## config.mk

```make
export PLATFORM = sky130hd
export DESIGN_NAME = uv_sphere_triangle_index_generator_top
export DESIGN_NICKNAME = d
export VERILOG_FILES = /design/src/rtl/core/uvs_pkg.sv /design/src/rtl/core/uvs_walker.sv /design/src/rtl/core/uv_sphere_triangle_index_generator_top.sv
export VERILOG_INCLUDE_DIRS = /design/src /design/src/rtl/core
export SDC_FILE = /design/constraint.sdc
export NUM_CORES = 1
export LEC_CHECK = 0
export BUFFER_PORTS_ARGS = -buffer_cell sky130_fd_sc_hd__buf_4
export CORE_ASPECT_RATIO = 0.6
export CORE_MARGIN = 5
export CORE_UTILIZATION = 25
export CTS_BUF_LIST = sky130_fd_sc_hd__clkbuf_16
export CTS_CLUSTER_SIZE = 28
export DETAILED_ROUTE_END_ITERATION = 10
export HOLD_SLACK_MARGIN = 0.02
export RECOVER_POWER = 100
export REMOVE_ABC_BUFFERS = 1
export SLEW_MARGIN = 20
export SYNTH_ARGS = -nofsm -noshare
export SYNTH_HDL_FRONTEND = slang
export SYNTH_SLANG_ARGS = --single-unit
```

## constraint.sdc

```tcl
create_clock -name clk_i -period 8.49 [get_ports clk_i]
set_input_delay 0.849 -clock clk_i [delete_from_list [all_inputs] [get_ports clk_i]]
set_output_delay 0.849 -clock clk_i [all_outputs]
set_load 0.01 [all_outputs]
```

## src/rtl/core/uv_sphere_triangle_index_generator_top_assert.svh

```systemverilog
// Assertion macros shared by the UV-sphere triangle index generator RTL.
`ifndef UV_SPHERE_TRIANGLE_INDEX_GENERATOR_TOP_ASSERT_SVH
`define UV_SPHERE_TRIANGLE_INDEX_GENERATOR_TOP_ASSERT_SVH

`ifndef NO_ASSERTIONS
// Check a property on every clock edge outside reset.
`define UVS_ASSERT(label, clk, rst_n, prop, msg) \
  label: assert property (@(posedge clk) disable iff (!rst_n) (prop)) else $error(msg);
// Check a property on every clock edge, reset included.
`define UVS_ASSERT_ALWAYS(label, clk, prop, msg) \
  label: assert property (@(posedge clk) (prop)) else $error(msg);
`else
`define UVS_ASSERT(label, clk, rst_n, prop, msg)
`define UVS_ASSERT_ALWAYS(label, clk, prop, msg)
`endif

`endif

```

## src/rtl/core/uvs_pkg.sv

```systemverilog
// Package with widths, reset values, register codes and types of the generator.
package uvs_pkg;

  localparam int IDX_W = 28;

  localparam int LON_BITS_DEF   = 10;
  localparam int LAT_BITS_DEF   = 10;
  localparam int LAYER_BITS_DEF = 8;

  localparam int LON_RESET   = 8;
  localparam int LAT_RESET   = 8;
  localparam int LAYER_RESET = 1;

  localparam int CFG_IDX_W = 2;

  typedef enum logic [CFG_IDX_W-1:0] {
    CFG_LON    = 2'd0,
    CFG_LAT    = 2'd1,
    CFG_LAYERS = 2'd2
  } cfg_reg_e;

  typedef struct packed {
    logic [IDX_W-1:0] corner_a;
    logic [IDX_W-1:0] corner_b;
    logic [IDX_W-1:0] corner_c;
    logic             layer_end;
    logic             mesh_end;
  } tri_t;

endpackage

```

## src/rtl/core/uvs_walker.sv

```systemverilog
// Mesh walker: sequence counters, row vertex tracking and triangle assembly.
`include "uv_sphere_triangle_index_generator_top_assert.svh"

module uvs_walker
  import uvs_pkg::*;
#(
  parameter int LON_BITS   = LON_BITS_DEF,
  parameter int LAT_BITS   = LAT_BITS_DEF,
  parameter int LAYER_BITS = LAYER_BITS_DEF,
  localparam int VERT_W    = LON_BITS + LAT_BITS
) (
  input  logic                  clk_i,
  input  logic                  rst_ni,
  input  logic                  fire_i,
  input  logic                  restart_i,
  input  logic [LON_BITS-1:0]   lon_last_i,
  input  logic [LAT_BITS-1:0]   lat_last_i,
  input  logic [LAYER_BITS-1:0] layer_last_i,
  input  logic [VERT_W-1:0]     layer_step_i,
  output tri_t                  tri_o
);

  localparam int SUM_W = (IDX_W > VERT_W + 1) ? IDX_W : VERT_W + 1;

  logic [LAYER_BITS-1:0] layer_q, layer_d, cur_layer;
  logic [LAT_BITS-1:0]   band_q, band_d, cur_band;
  logic [LON_BITS-1:0]   col_q, col_d, cur_col;
  logic                  half_q, half_d, cur_half;
  logic [IDX_W-1:0]      base_q, base_d, cur_base;
  logic [VERT_W-1:0]     top_q, top_d, cur_top;
  logic [VERT_W-1:0]     bot_q, bot_d, cur_bot;
  logic [VERT_W-1:0]     tstart_q, tstart_d, cur_tstart;
  logic [VERT_W-1:0]     bstart_q, bstart_d, cur_bstart;

  logic [VERT_W:0] top_inc, bot_inc, va, vb, vc, tr, br;
  logic            last_col, band_done, layer_done, mesh_done;
  logic [SUM_W-1:0] sum_a, sum_b, sum_c, sum_base;

  // Restart replaces the stored position with the start of the mesh.
  assign cur_layer  = restart_i ? '0 : layer_q;
  assign cur_band   = restart_i ? '0 : band_q;
  assign cur_col    = restart_i ? '0 : col_q;
  assign cur_half   = restart_i ? 1'b0 : half_q;
  assign cur_base   = restart_i ? '0 : base_q;
  assign cur_top    = restart_i ? '0 : top_q;
  assign cur_bot    = restart_i ? VERT_W'(1) : bot_q;
  assign cur_tstart = restart_i ? '0 : tstart_q;
  assign cur_bstart = restart_i ? VERT_W'(1) : bstart_q;

  assign top_inc  = {1'b0, cur_top} + (VERT_W + 1)'(1);
  assign bot_inc  = {1'b0, cur_bot} + (VERT_W + 1)'(1);
  assign last_col = cur_col >= lon_last_i;
  assign tr       = last_col ? {1'b0, cur_tstart} : top_inc;
  assign br       = last_col ? {1'b0, cur_bstart} : bot_inc;

  always_comb begin
    va         = '0;
    vb         = '0;
    vc         = '0;
    band_done  = 1'b0;
    layer_done = 1'b0;
    mesh_done  = 1'b0;
    layer_d    = cur_layer;
    band_d     = cur_band;
    col_d      = cur_col;
    half_d     = cur_half;
    base_d     = cur_base;
    top_d      = cur_top;
    bot_d      = cur_bot;
    tstart_d   = cur_tstart;
    bstart_d   = cur_bstart;

    if (cur_band == '0) begin
      // North fan: pole, next bottom, bottom.
      va    = {1'b0, cur_top};
      vb    = br;
      vc    = {1'b0, cur_bot};
      bot_d = bot_inc[VERT_W-1:0];
      if (last_col) begin
        top_d     = top_inc[VERT_W-1:0];
        band_done = 1'b1;
      end
    end else if (cur_band < lat_last_i) begin
      // Middle band: two triangles per quad.
      if (!cur_half) begin
        va     = {1'b0, cur_bot};
        vb     = {1'b0, cur_top};
        vc     = br;
        half_d = 1'b1;
      end else begin
        va        = br;
        vb        = {1'b0, cur_top};
        vc        = tr;
        half_d    = 1'b0;
        top_d     = top_inc[VERT_W-1:0];
        bot_d     = bot_inc[VERT_W-1:0];
        band_done = last_col;
      end
    end else begin
      // South fan: pole, top, next top.
      va    = {1'b0, cur_bot};
      vb    = {1'b0, cur_top};
      vc    = tr;
      top_d = top_inc[VERT_W-1:0];
      if (last_col) begin
        band_done  = 1'b1;
        layer_done = 1'b1;
        mesh_done  = cur_layer >= layer_last_i;
      end
    end

    sum_base = SUM_W'(cur_base) + SUM_W'(layer_step_i);

    if (mesh_done) begin
      layer_d  = '0;
      band_d   = '0;
      col_d    = '0;
      half_d   = 1'b0;
      base_d   = '0;
      top_d    = '0;
      bot_d    = VERT_W'(1);
      tstart_d = '0;
      bstart_d = VERT_W'(1);
    end else if (layer_done) begin
      layer_d  = cur_layer + LAYER_BITS'(1);
      base_d   = sum_base[IDX_W-1:0];
      band_d   = '0;
      col_d    = '0;
      half_d   = 1'b0;
      top_d    = '0;
      bot_d    = VERT_W'(1);
      tstart_d = '0;
      bstart_d = VERT_W'(1);
    end else if (band_done) begin
      band_d   = cur_band + LAT_BITS'(1);
      col_d    = '0;
      half_d   = 1'b0;
      tstart_d = top_d;
      bstart_d = bot_d;
    end else if (!half_d) begin
      col_d = cur_col + LON_BITS'(1);
    end
  end

  assign sum_a = SUM_W'(cur_base) + SUM_W'(va);
  assign sum_b = SUM_W'(cur_base) + SUM_W'(vb);
  assign sum_c = SUM_W'(cur_base) + SUM_W'(vc);

  assign tri_o.corner_a  = sum_a[IDX_W-1:0];
  assign tri_o.corner_b  = sum_b[IDX_W-1:0];
  assign tri_o.corner_c  = sum_c[IDX_W-1:0];
  assign tri_o.layer_end = layer_done;
  assign tri_o.mesh_end  = mesh_done;

  always_ff @(posedge clk_i or negedge rst_ni) begin
    if (!rst_ni) begin
      layer_q  <= '0;
      band_q   <= '0;
      col_q    <= '0;
      half_q   <= 1'b0;
      base_q   <= '0;
      top_q    <= '0;
      bot_q    <= VERT_W'(1);
      tstart_q <= '0;
      bstart_q <= VERT_W'(1);
    end else if (fire_i) begin
      layer_q  <= layer_d;
      band_q   <= band_d;
      col_q    <= col_d;
      half_q   <= half_d;
      base_q   <= base_d;
      top_q    <= top_d;
      bot_q    <= bot_d;
      tstart_q <= tstart_d;
      bstart_q <= bstart_d;
    end
  end

  `UVS_ASSERT(a_half_in_middle, clk_i, rst_ni, half_q |-> (band_q != '0),
              "second half flag set outside a middle band")
  `UVS_ASSERT(a_mesh_restart, clk_i, rst_ni,
              (fire_i && tri_o.mesh_end) |=> (layer_q == '0 && base_q == '0 && band_q == '0),
              "mesh end did not restart the sequence")
  `UVS_ASSERT(a_layer_rewind, clk_i, rst_ni,
              (fire_i && tri_o.layer_end) |=> (band_q == '0 && col_q == '0 && top_q == '0),
              "layer end did not rewind band and column")

endmodule

```

## src/rtl/core/uv_sphere_triangle_index_generator_top.sv

```systemverilog
// Top level of the UV-sphere triangle index generator.
//
// Usage:
//   Each request on the input channel (in_valid_i / in_stall_o) carries one
//   restart bit and produces exactly one triangle on the output channel
//   (out_valid_o / out_stall_i): three 28-bit vertex indices plus the
//   layer_end and mesh_end marks. restart_i = 1 emits the first triangle of
//   the mesh; 0 emits the next one. After the last triangle of the mesh the
//   sequence wraps to the first on its own.
//   A request taken at one edge shows its triangle on the outputs right
//   after that edge. One request per cycle is sustained while the receiver
//   does not stall; the walker's counters and one adder per corner sit
//   between the state registers and the output register.
//   The configuration port (cfg_we_i, cfg_idx_i, cfg_data_i) writes
//   lon_count, lat_count and layer_count; write only while no request is in
//   flight. The per-layer vertex count lon*(lat-1)+2 is multiplied out at
//   the write, so a request may follow in the very next cycle.
//   Reset loads lon 8, lat 8, layers 1, rewinds the sequence and empties
//   the output register. A stalled receiver holds the output register; a
//   new request is taken while it is full only if it is drained that cycle.
`include "uv_sphere_triangle_index_generator_top_assert.svh"

module uv_sphere_triangle_index_generator_top
  import uvs_pkg::*;
#(
  parameter int LON_BITS   = LON_BITS_DEF,
  parameter int LAT_BITS   = LAT_BITS_DEF,
  parameter int LAYER_BITS = LAYER_BITS_DEF,
  localparam int MAX_LL    = (LON_BITS > LAT_BITS) ? LON_BITS : LAT_BITS,
  localparam int CFG_W     = (MAX_LL > LAYER_BITS) ? MAX_LL : LAYER_BITS
) (
  input  logic                 clk_i,
  input  logic                 rst_ni,
  // configuration write port
  input  logic                 cfg_we_i,
  input  logic [CFG_IDX_W-1:0] cfg_idx_i,
  input  logic [CFG_W-1:0]     cfg_data_i,
  // request channel
  input  logic                 in_valid_i,
  output logic                 in_stall_o,
  input  logic                 restart_i,
  // triangle channel
  output logic                 out_valid_o,
  input  logic                 out_stall_i,
  output logic [IDX_W-1:0]     corner_a_o,
  output logic [IDX_W-1:0]     corner_b_o,
  output logic [IDX_W-1:0]     corner_c_o,
  output logic                 layer_end_o,
  output logic                 mesh_end_o
);

  localparam int VERT_W = LON_BITS + LAT_BITS;

  // Configuration registers and the per-layer vertex count.
  logic [LON_BITS-1:0]   lon_q, lon_d;
  logic [LAT_BITS-1:0]   lat_q, lat_d;
  logic [LAYER_BITS-1:0] layers_q, layers_d;
  logic [VERT_W-1:0]     step_q, step_d;
  logic [LON_BITS-1:0]   lon_eff_d;
  logic [LAT_BITS-1:0]   lat_m1_d;
  logic [VERT_W-1:0]     step_prod;

  // Clamped last values fed to the walker.
  logic [LON_BITS-1:0]   lon_last;
  logic [LAT_BITS-1:0]   lat_last;
  logic [LAYER_BITS-1:0] layer_last;

  logic in_fire;
  tri_t tri_next;
  tri_t out_tri_q;
  logic out_valid_q, out_valid_d;

  // Decode a write; an index past the last register is dropped.
  always_comb begin
    lon_d    = lon_q;
    lat_d    = lat_q;
    layers_d = layers_q;
    if (cfg_we_i) begin
      unique case (cfg_idx_i)
        CFG_LON:    lon_d    = cfg_data_i[LON_BITS-1:0];
        CFG_LAT:    lat_d    = cfg_data_i[LAT_BITS-1:0];
        CFG_LAYERS: layers_d = cfg_data_i[LAYER_BITS-1:0];
        default:    ;
      endcase
    end
  end

  // Multiply out the layer vertex count from the values being written.
  assign lon_eff_d = (lon_d == '0) ? LON_BITS'(1) : lon_d;
  assign lat_m1_d  = (lat_d < LAT_BITS'(2)) ? LAT_BITS'(1) : lat_d - LAT_BITS'(1);
  assign step_prod = VERT_W'(lon_eff_d) * VERT_W'(lat_m1_d);
  assign step_d    = step_prod + VERT_W'(2);

  always_ff @(posedge clk_i or negedge rst_ni) begin
    if (!rst_ni) begin
      lon_q    <= LON_BITS'(LON_RESET);
      lat_q    <= LAT_BITS'(LAT_RESET);
      layers_q <= LAYER_BITS'(LAYER_RESET);
      step_q   <= VERT_W'(LON_RESET * (LAT_RESET - 1) + 2);
    end else begin
      lon_q    <= lon_d;
      lat_q    <= lat_d;
      layers_q <= layers_d;
      step_q   <= step_d;
    end
  end

  // Zero or too small counts act as their minimum.
  assign lon_last   = (lon_q == '0) ? '0 : lon_q - LON_BITS'(1);
  assign lat_last   = (lat_q < LAT_BITS'(2)) ? LAT_BITS'(1) : lat_q - LAT_BITS'(1);
  assign layer_last = (layers_q == '0) ? '0 : layers_q - LAYER_BITS'(1);

  // Take a request whenever the output register is empty or drains now.
  assign in_stall_o = out_valid_q & out_stall_i;
  assign in_fire    = in_valid_i & ~in_stall_o;

  uvs_walker #(
    .LON_BITS   (LON_BITS),
    .LAT_BITS   (LAT_BITS),
    .LAYER_BITS (LAYER_BITS)
  ) u_walker (
    .clk_i        (clk_i),
    .rst_ni       (rst_ni),
    .fire_i       (in_fire),
    .restart_i    (restart_i),
    .lon_last_i   (lon_last),
    .lat_last_i   (lat_last),
    .layer_last_i (layer_last),
    .layer_step_i (step_q),
    .tri_o        (tri_next)
  );

  // Output register: load on a taken request, drop when drained, else hold.
  always_comb begin
    out_valid_d = out_valid_q;
    if (in_fire) begin
      out_valid_d = 1'b1;
    end else if (!out_stall_i) begin
      out_valid_d = 1'b0;
    end
  end

  always_ff @(posedge clk_i or negedge rst_ni) begin
    if (!rst_ni) begin
      out_valid_q <= 1'b0;
    end else begin
      out_valid_q <= out_valid_d;
    end
  end

  always_ff @(posedge clk_i) begin
    if (in_fire) begin
      out_tri_q <= tri_next;
    end
  end

  assign out_valid_o = out_valid_q;
  assign corner_a_o  = out_tri_q.corner_a;
  assign corner_b_o  = out_tri_q.corner_b;
  assign corner_c_o  = out_tri_q.corner_c;
  assign layer_end_o = out_tri_q.layer_end;
  assign mesh_end_o  = out_tri_q.mesh_end;

  `UVS_ASSERT(a_fire_shows, clk_i, rst_ni, in_fire |=> out_valid_o,
              "taken request did not reach the output register")
  `UVS_ASSERT(a_drain_empties, clk_i, rst_ni,
              (out_valid_o && !out_stall_i && !in_fire) |=> !out_valid_o,
              "drained output register stayed full")
  `UVS_ASSERT(a_mesh_implies_layer, clk_i, rst_ni,
              (out_valid_o && mesh_end_o) |-> layer_end_o,
              "mesh end without layer end")
  `UVS_ASSERT_ALWAYS(a_stall_needs_full, clk_i, in_stall_o |-> out_valid_q,
                     "request stalled while output register empty")

endmodule
```

Yosys cells after proc, flatten, opt, wreduce, memory -nomap -nowiden
Cells that the tools add are included.
- flip-flop bits (word level): 272
- bits of input ports: 18
- add/subtract/negate cells: 14
- multiply operators: 1
- $lt $le $gt $ge: 5
- eq/ne operators: 3
- mux-type cells: 72
- bitwise logic cells: 3
- reduce and logical (&&, ||, !) cells: 6
- operators with widths (kind ; number):
    two-way mux 20 bit ; 21
    two-way mux 21 bit ; 9
    two-way mux 10 bit ; 17
    adder 28 x 21 -> 28 bit ; 3
    two-way mux 28 bit ; 3
    adder 20 x 1 -> 21 bit (second input constant) ; 2
    two-way mux 8 bit ; 4
    logical NOT 10 bit ; 3
    subtractor 10 x 1 -> 10 bit (second input constant) ; 3
    adder 28 x 20 -> 28 bit ; 1
    adder 10 x 1 -> 10 bit (second input constant) ; 2
    adder 20 x 2 -> 20 bit (second input constant) ; 1
    less-than comparator 10 x 2 -> 1 bit (second input constant) ; 2
    multiplier 10 x 10 -> 20 bit ; 1
    two-way mux 1 bit ; 18
    greater-or-equal comparator 10 bit ; 1
    less-than comparator 10 bit ; 1
    adder 8 x 1 -> 8 bit (second input constant) ; 1
    greater-or-equal comparator 8 bit ; 1
    logical NOT 8 bit ; 1
    subtractor 8 x 1 -> 8 bit (second input constant) ; 1
    AND 1 bit ; 2
    == test 2 x 1 -> 1 bit (second input constant) ; 1
    == test 2 bit (second input constant) ; 1
    other kinds (4) ; 4

Logic depth before layout (Yosys ltp)
Gate-level depths: netlist of run 1.
- depth after elaboration: 9
- gate-level depth with buffers: 32
- depth with buffers taken out: 27

Cells and area by module
A second synthesis of run 1 with hierarchy kept.
- cell total of the unflattened synthesis: 2696
- area, all modules: 23151.0 µm²
- by module, submodules not included (module ; instances ; cells each ; area an instance (µm²) ; seq. area each (µm²)):
    uvs_walker ; 1 ; 1970 ; 14805.4 ; 3430.8
    uv_sphere_triangle_index_generator_top ; 1 ; 726 ; 8345.5 ; 3817.4

Least setup slack after synthesis of run 1
Ideal clock, no wire load.
- path kind: input port to flip-flop
- from: input port restart_i
- to: register out_tri_q, in the netlist corner_c_o[22], data pin
- library setup time: 266 ps
- data arrival time: 7019 ps
- required time: 8224 ps
- slack: 1205 ps
- stages on the path: 30
- path buffers: 9
- cell sequence: clkbuf_1 > buf_2 > clkbuf_1 > buf_2 > buf_2 > buf_1 > clkbuf_1 > nor2b_1 > ha_1 > a21oi_1 > nand2_1 > nor2_1 > o211ai_1 > nand2_1 > clkbuf_1 > clkbuf_1 > a211oi_1 > a21oi_1 > o21ai_0 > ha_1 > fa_1 > a211o_1 > a2111oi_0 > nor4_1 > o31ai_1 > o211ai_1 > a31oi_1 > nor2_1 > xnor2_1 > nor2_1
- RTL lines (item ; RTL line ; source):
    from (decl) ; uv_sphere_triangle_index_generator_top.sv:41 ; input logic restart_i,
    to (signal assigned) ; uv_sphere_triangle_index_generator_top.sv:153 ; out_tri_q <= tri_next;
    to (decl) ; uv_sphere_triangle_index_generator_top.sv:70 ; tri_t out_tri_q;

==> metrics, run 1 <==
status finished, violations left; failing checks capacitance limit, slew limit; routability-driven placement congestion ratio 0.931; Distinct cells, synth 94; cell taking the most area after synthesis dfrtp_1; kind of critical path reg2reg; commonest non-fill, non-tap cell in the layout nand2_1; Core Area 88100 µm²; Die Y 241 µm; CTS root buffer clkbuf_16; largest family of logic cells by synthesized area simple AND/OR/NAND/NOR gates; starting density of the core 25.3%; mux cell area share after synthesis 2.00%; Synth Area in XOR/XNOR 6.44%; final setup fails 0; vias in the first global route 18700; Post-Syn Area per Cell 8.76 µm²; share of post-route cells with drive strength above 1 6.60%; most frequent cells in the layout nand2_1, o21ai_0, nor2_1; Slew Viols, Final 357; first-pass GRT wire length 117 mm; WL/cell 20.2 µm; Area growth, synth to finish 13.0%; Die Width 396 µm; Clk pin slew, worst setup/hold paths 0.07 ns; initial antenna violation count 1; CTS sink count 272; CTS tree done; Total Routing Usage GR 15.7%; Pre-Repair DR Iteration Count 7; static leakage 10.9 nW; row cnt 84; num ports 106; Worst-Skew Late Latency 0.63 ns; Max IR drop VDD 533 µV; CTS buffer count 31; met2 Use GR 20.4%; # Post-CTS Setup Buffers 0; DR iter-0 viols 2311; CP Data Arrival Time 8.38 ns; DRC viols 0; Critical Path Source Type register; HPWL Detailed 58.3 mm; max-cap viol count 6; Power Total 6.66 mW; fin crit share 93.5%; Layout Skew 0.0329 ns; Mapped Area 22300 µm²; Synth Register Bits 272; crit path time final 7.93 ns; Slew HR -190%; Post-synth EDFFs 86; CP Capture Type register; PnR worst setup slack 0.556 ns; sequential area share after synthesis 32.5%; pwr dens 264 nW/µm²; CTS Buffer Depth 3; routed vias 19800; CTS H-tree depth 1; Compound-Gate Fraction of Synth Area 19.3%; Yosys top cell area share 19.8%; max frequency 0.126 GHz; drt total wl 77.1 mm; met3 GRT Util 7.50%; largest net degree at the start of global routing 75; Hold Path Class in2reg; Post-CTS Resized 0; Final TNS setup 0 ns; IO Port Bufs 105; Worst-Margin Slew 4.34 ns; Final Hold Fails 0; gr busiest metal met1; reg2reg setup slack 0.56 ns; Synth area leaders dfrtp_1, edfxtp_1, ha_1; worst-path fanout max 20; Routed Antenna Nets 0; GRT met1 Usage 23.6%; die area 95500 µm²; Layout Nets 2885; Cells after Synth 2548; RSZ-0062 raised after global routing no; Inserted Diodes 0; Synth Area in Simple Gates 19.5%; Fillers 9395; Crit path required time 8.93 ns; GRT Residual Overflow 0; YS warnings 0; Post-synth top flop dfrtp_1; vias per cell 5.19; pre-CTS setup slack 0.587 ns; Synth Area in Adders 15.8%; final hold slack 0.434 ns; hold_buf cts 0; asr flop ratio synth 68.4%
-- sequential cells by signal, summed over array words and instances (netlist names), 10 cells and up --
name,cells
corner_a_o,28
corner_b_o,28
corner_c_o,28
lat_q,10
lon_q,10
step_q,20
u_walker.band_q,10
u_walker.base_q,28
u_walker.bot_q,20
u_walker.bstart_q,20
u_walker.col_q,10
u_walker.top_q,20
u_walker.tstart_q,20
-- synth_stat cells (all sizes together) (38+ instances only) --
| master | count |
|---|---|
| a21oi | 145 |
| buf | 38 |
| clkbuf | 78 |
| dfrtp | 177 |
| edfxtp | 86 |
| fa | 67 |
| ha | 174 |
| inv | 131 |
| nand2 | 319 |
| nand3 | 81 |
| nor2 | 200 |
| nor2b | 82 |
| nor3 | 63 |
| o21ai | 231 |
| o31ai | 40 |
| xnor2 | 109 |
| xor2 | 55 |
-- worst paths after layout --
path	start	endpoint	cells past startpoint
max	lon_q[5]	corner_b_o[22]	23
min	in_valid_i	out_valid_o	2
max reg2reg	lon_q[5]	corner_b_o[22]	23
min reg2reg	u_walker.base_q[10]	u_walker.base_q[10]	2
max in group asynchronous	rst_ni	u_walker.top_q[9]	2
min in group asynchronous	rst_ni	u_walker.base_q[23]	1
-- metal layers --
metal	vias up	share of wire (%)	wire length, µm
met3	85	13	10400
li1	9262	-	-
met2	911	36	28000
met4	2	1.5	1190
met1	9510	49	37500
met5	-	0.017	13
-- final cells by class --
| class | count | area, µm² | share of cell area, % |
|---|---|---|---|
| clock buffers | 33 | 826 | 3.27 |
| clock inverters | 25 | 290 | 1.15 |
| inverters | 133 | 500 | 1.98 |
| multi-input cells | 2027 | 14100 | 55.9 |
| flip-flops and latches | 272 | 7250 | 28.7 |
| well taps | 1161 | 1450 | 5.76 |
| repair buffers | 161 | 816 | 3.23 |
-- cell families (layout without fill, tap and decap cells) --
group	count (synthesis)	after routing
compound gates	678	678
mux	43	43
fa+ha+maj	241	241
buf+inv	249	352
flops	272	272
simple gates	901	901
xor+xnor	164	164
-- power breakdown --
part           switching, mW  internal (mW)
sequential             0.111           1.54
combinational           2.04           1.45
clock                  0.646          0.865
total                   2.80           3.86
-- worst max-delay path, stage by stage, from the launching register on --
cell and delay [ns]:
dfrtp_1 0.48, or4_1 0.56, or3_1 0.44, and2_0 0.24, ha_1 0.29, nand2b_1 0.15
a21o_1 0.17, a21oi_1 0.13, o211ai_1 0.23, nand2_1 0.70, clkbuf_1 0.48, mux2i_1 0.14
o32a_1 0.23, o21ai_0 0.67, ha_1 0.39, and3_1 0.18, nand3_1 0.09, o211ai_1 0.37
nor3b_1 0.57, o21ai_0 0.24, a31oi_1 0.33, o21bai_1 0.22, and3_1 0.23, nor3_1 0.20
-- stage by stage --
| stage | utilization (%) | std cells | cell area (µm²) |
|---|---|---|---|
| 6_report | 28.6 | 3812 | 25200 |
| 5_1_grt | 28.6 | 3812 | 25200 |
| 4_1_cts | 29.1 | 3812 | 25700 |
| 3_5_place_dp | 27.9 | 3754 | 24500 |
| 3_3_place_gp | 27.9 | 3754 | 24500 |
| 2_1_floorplan | - | 2432 | 21800 |
Note: power is estimated with default switching activity, not from simulation.
==> run 2, diff against run 1 <==
--- a/config.mk
+++ b/config.mk
@@ -7,6 +7,8 @@
 export NUM_CORES = 1
 export LEC_CHECK = 0
 export BUFFER_PORTS_ARGS = -buffer_cell sky130_fd_sc_hd__buf_4
+export CELL_PAD_IN_SITES_DETAIL_PLACEMENT = 1
+export CELL_PAD_IN_SITES_GLOBAL_PLACEMENT = 1
 export CORE_ASPECT_RATIO = 0.6
 export CORE_MARGIN = 5
 export CORE_UTILIZATION = 25
@@ -14,6 +16,7 @@
 export CTS_CLUSTER_SIZE = 28
 export DETAILED_ROUTE_END_ITERATION = 10
 export HOLD_SLACK_MARGIN = 0.02
+export PLACE_DENSITY_LB_ADDON = 0.1
 export RECOVER_POWER = 100
 export REMOVE_ABC_BUFFERS = 1
 export SLEW_MARGIN = 20
==> metrics, run 2 (same netlist as run 1, synthesis figures left out) <==
status finished, violations left; failing checks capacitance limit, slew limit; fin crit share 93.4% (about the same); crit path time final 7.93 ns (-0.00592 ns); RSZ-0062 raised after global routing no; CP Data Arrival Time 8.25 ns (-0.13 ns); Crit path required time 8.81 ns (-0.12 ns); kind of critical path reg2reg; Slew Viols, Final 412 (+15%); CTS root buffer clkbuf_16; hold_buf cts 0 (unchanged); vias in the first global route 20700 (+11%); Worst path slowest cell nand2_1; starting density of the core 25.3% (unchanged); max-cap viol count 9 (+3); IO Port Bufs 105 (unchanged); final setup fails 0 (unchanged); Final Core Density 28.9% (+0.27 points); largest net degree at the start of global routing 70 (-6.7%); Post-CTS Resized 0 (unchanged); CTS sink count 272 (unchanged); CP Capture Type register; first-pass GRT wire length 138 mm (+18%); Routed Antenna Nets 0 (unchanged); commonest non-fill, non-tap cell in the layout nand2_1; CTS tree done; CTS Buffer Depth 3 (unchanged); Pre-Repair DR Iteration Count 4 (-3); num ports 106 (unchanged); Slew HR -202% (-12 points); die area 95500 µm² (unchanged); initial antenna violation count 4 (+3); Final Hold Fails 0 (unchanged); # Post-CTS Setup Buffers 0 (unchanged); GRT Residual Overflow 0 (unchanged); CTS buffer count 35 (+13%); WL/cell 24.1 µm (+19%); vias per cell 5.20 (+0.29%); Area growth, synth to finish 14.1%; HPWL Detailed 69.8 mm (+20%); Die Width 396 µm (unchanged); Hold Path Class reg2reg; Register-to-Register Path Depth 28 (+22%); DR iter-0 viols 1489 (-36%); Inst Count DP 3768 (+0.37%); Die Y 241 µm (unchanged); Total Routing Usage GR 19.2% (+3.4 points); hold path depth 2 (unchanged); Critical Path Source Type register; Worst-Margin Slew 4.53 ns (+0.185 ns); static leakage 11.0 nW (+1.2%); Power Total 6.84 mW (+2.7%); routed vias 19900 (+0.86%); Layout Skew 0.0403 ns (+0.00738 ns); Final TNS setup 0 ns (unchanged); pwr dens 269 nW/µm² (+1.8%); share of post-route cells with drive strength above 1 7.19% (+0.58 points); Layout Nets 2904 (+0.66%); worst-path fanout max 19 (-5.0%); reg2reg setup slack 0.56 ns (about the same); DRC viols 0 (unchanged); row cnt 84 (unchanged); post-route non-filler standard cell count 3834 (+0.58%); Core Area 88100 µm² (unchanged); most frequent cells in the layout nand2_1, o21ai_0, nor2_1; Largest stage delay, worst path 0.75 ns (+0.05 ns); final hold slack 0.478 ns (+0.0448 ns); drt total wl 92.6 mm (+20%); routability-driven placement congestion ratio 0.856 (-8.0%); Clk pin slew, worst setup/hold paths 0.07 ns (about the same); max frequency 0.126 GHz (about the same); Worst-Skew Late Latency 0.59 ns (-0.04 ns); Max IR drop VDD 354 µV (-34%); CTS H-tree depth 2 (+1)
[run 2: power by group]
group | total, mW | internal (mW) | switching [mW]
Combinational | 3.52 | 1.46 | 2.06
Clock | 1.67 | 0.978 | 0.688
Sequential | 1.65 | 1.54 | 0.115
[run 2: path summary, 6_finish.rpt]
check | startpoint | to
min in group asynchronous | rst_ni | u_walker.layer_q[7]
hold reg to reg | u_walker.base_q[10] | u_walker.base_q[10]
hold / removal | u_walker.base_q[10] | u_walker.base_q[10]
setup reg to reg | lon_q[4] | corner_c_o[22]
max in group asynchronous | rst_ni | u_walker.tstart_q[11]
setup / recovery | lon_q[4] | corner_c_o[22]
[run 2: per-stage QoR]
step	setup WS, ns	instance area (µm²)
floorplan	0.582	21800
finish	0.562	25500
detailed placement	0.260	24700
global route	0.133	25500
CTS	0.838	25900
global placement	0.548	24700
[run 2: final cells by class]
class | count | area, µm²
Tap cell | 1161 | 1450
Fill cell | 10300 | 62600
Antenna cell | 1 | 2.50
Timing Repair Buffer | 176 | 927
Sequential cell | 272 | 7250
Clock buffer | 37 | 926
Multi-Input combinational cell | 2027 | 14100
Clock inverter | 27 | 304
Inverter | 133 | 500
[run 2: worst max-delay path, delay by kind of cell (launching register included)]
family                   cells  cell delay [ns]
flip-flops                   1             0.40
XOR/XNOR                     1             0.16
AND/OR/NAND/NOR             11             2.67
buffers and inverters        4             1.17
adder cells (fa/ha/maj)      2             0.65
AO/OA/AOI/OAI               10             2.60
[run 2: layer usage]
| metal | vias up | track usage, % | share of wire (%) |
|---|---|---|---|
| li1 | 9276 | - | - |
| met4 | 0 | 2.79 | 1.3 |
| met3 | 66 | 4.56 | 6.3 |
| met5 | - | 0 | 0 |
| met1 | 10200 | 30.8 | 55 |
| met2 | 403 | 25.9 | 38 |
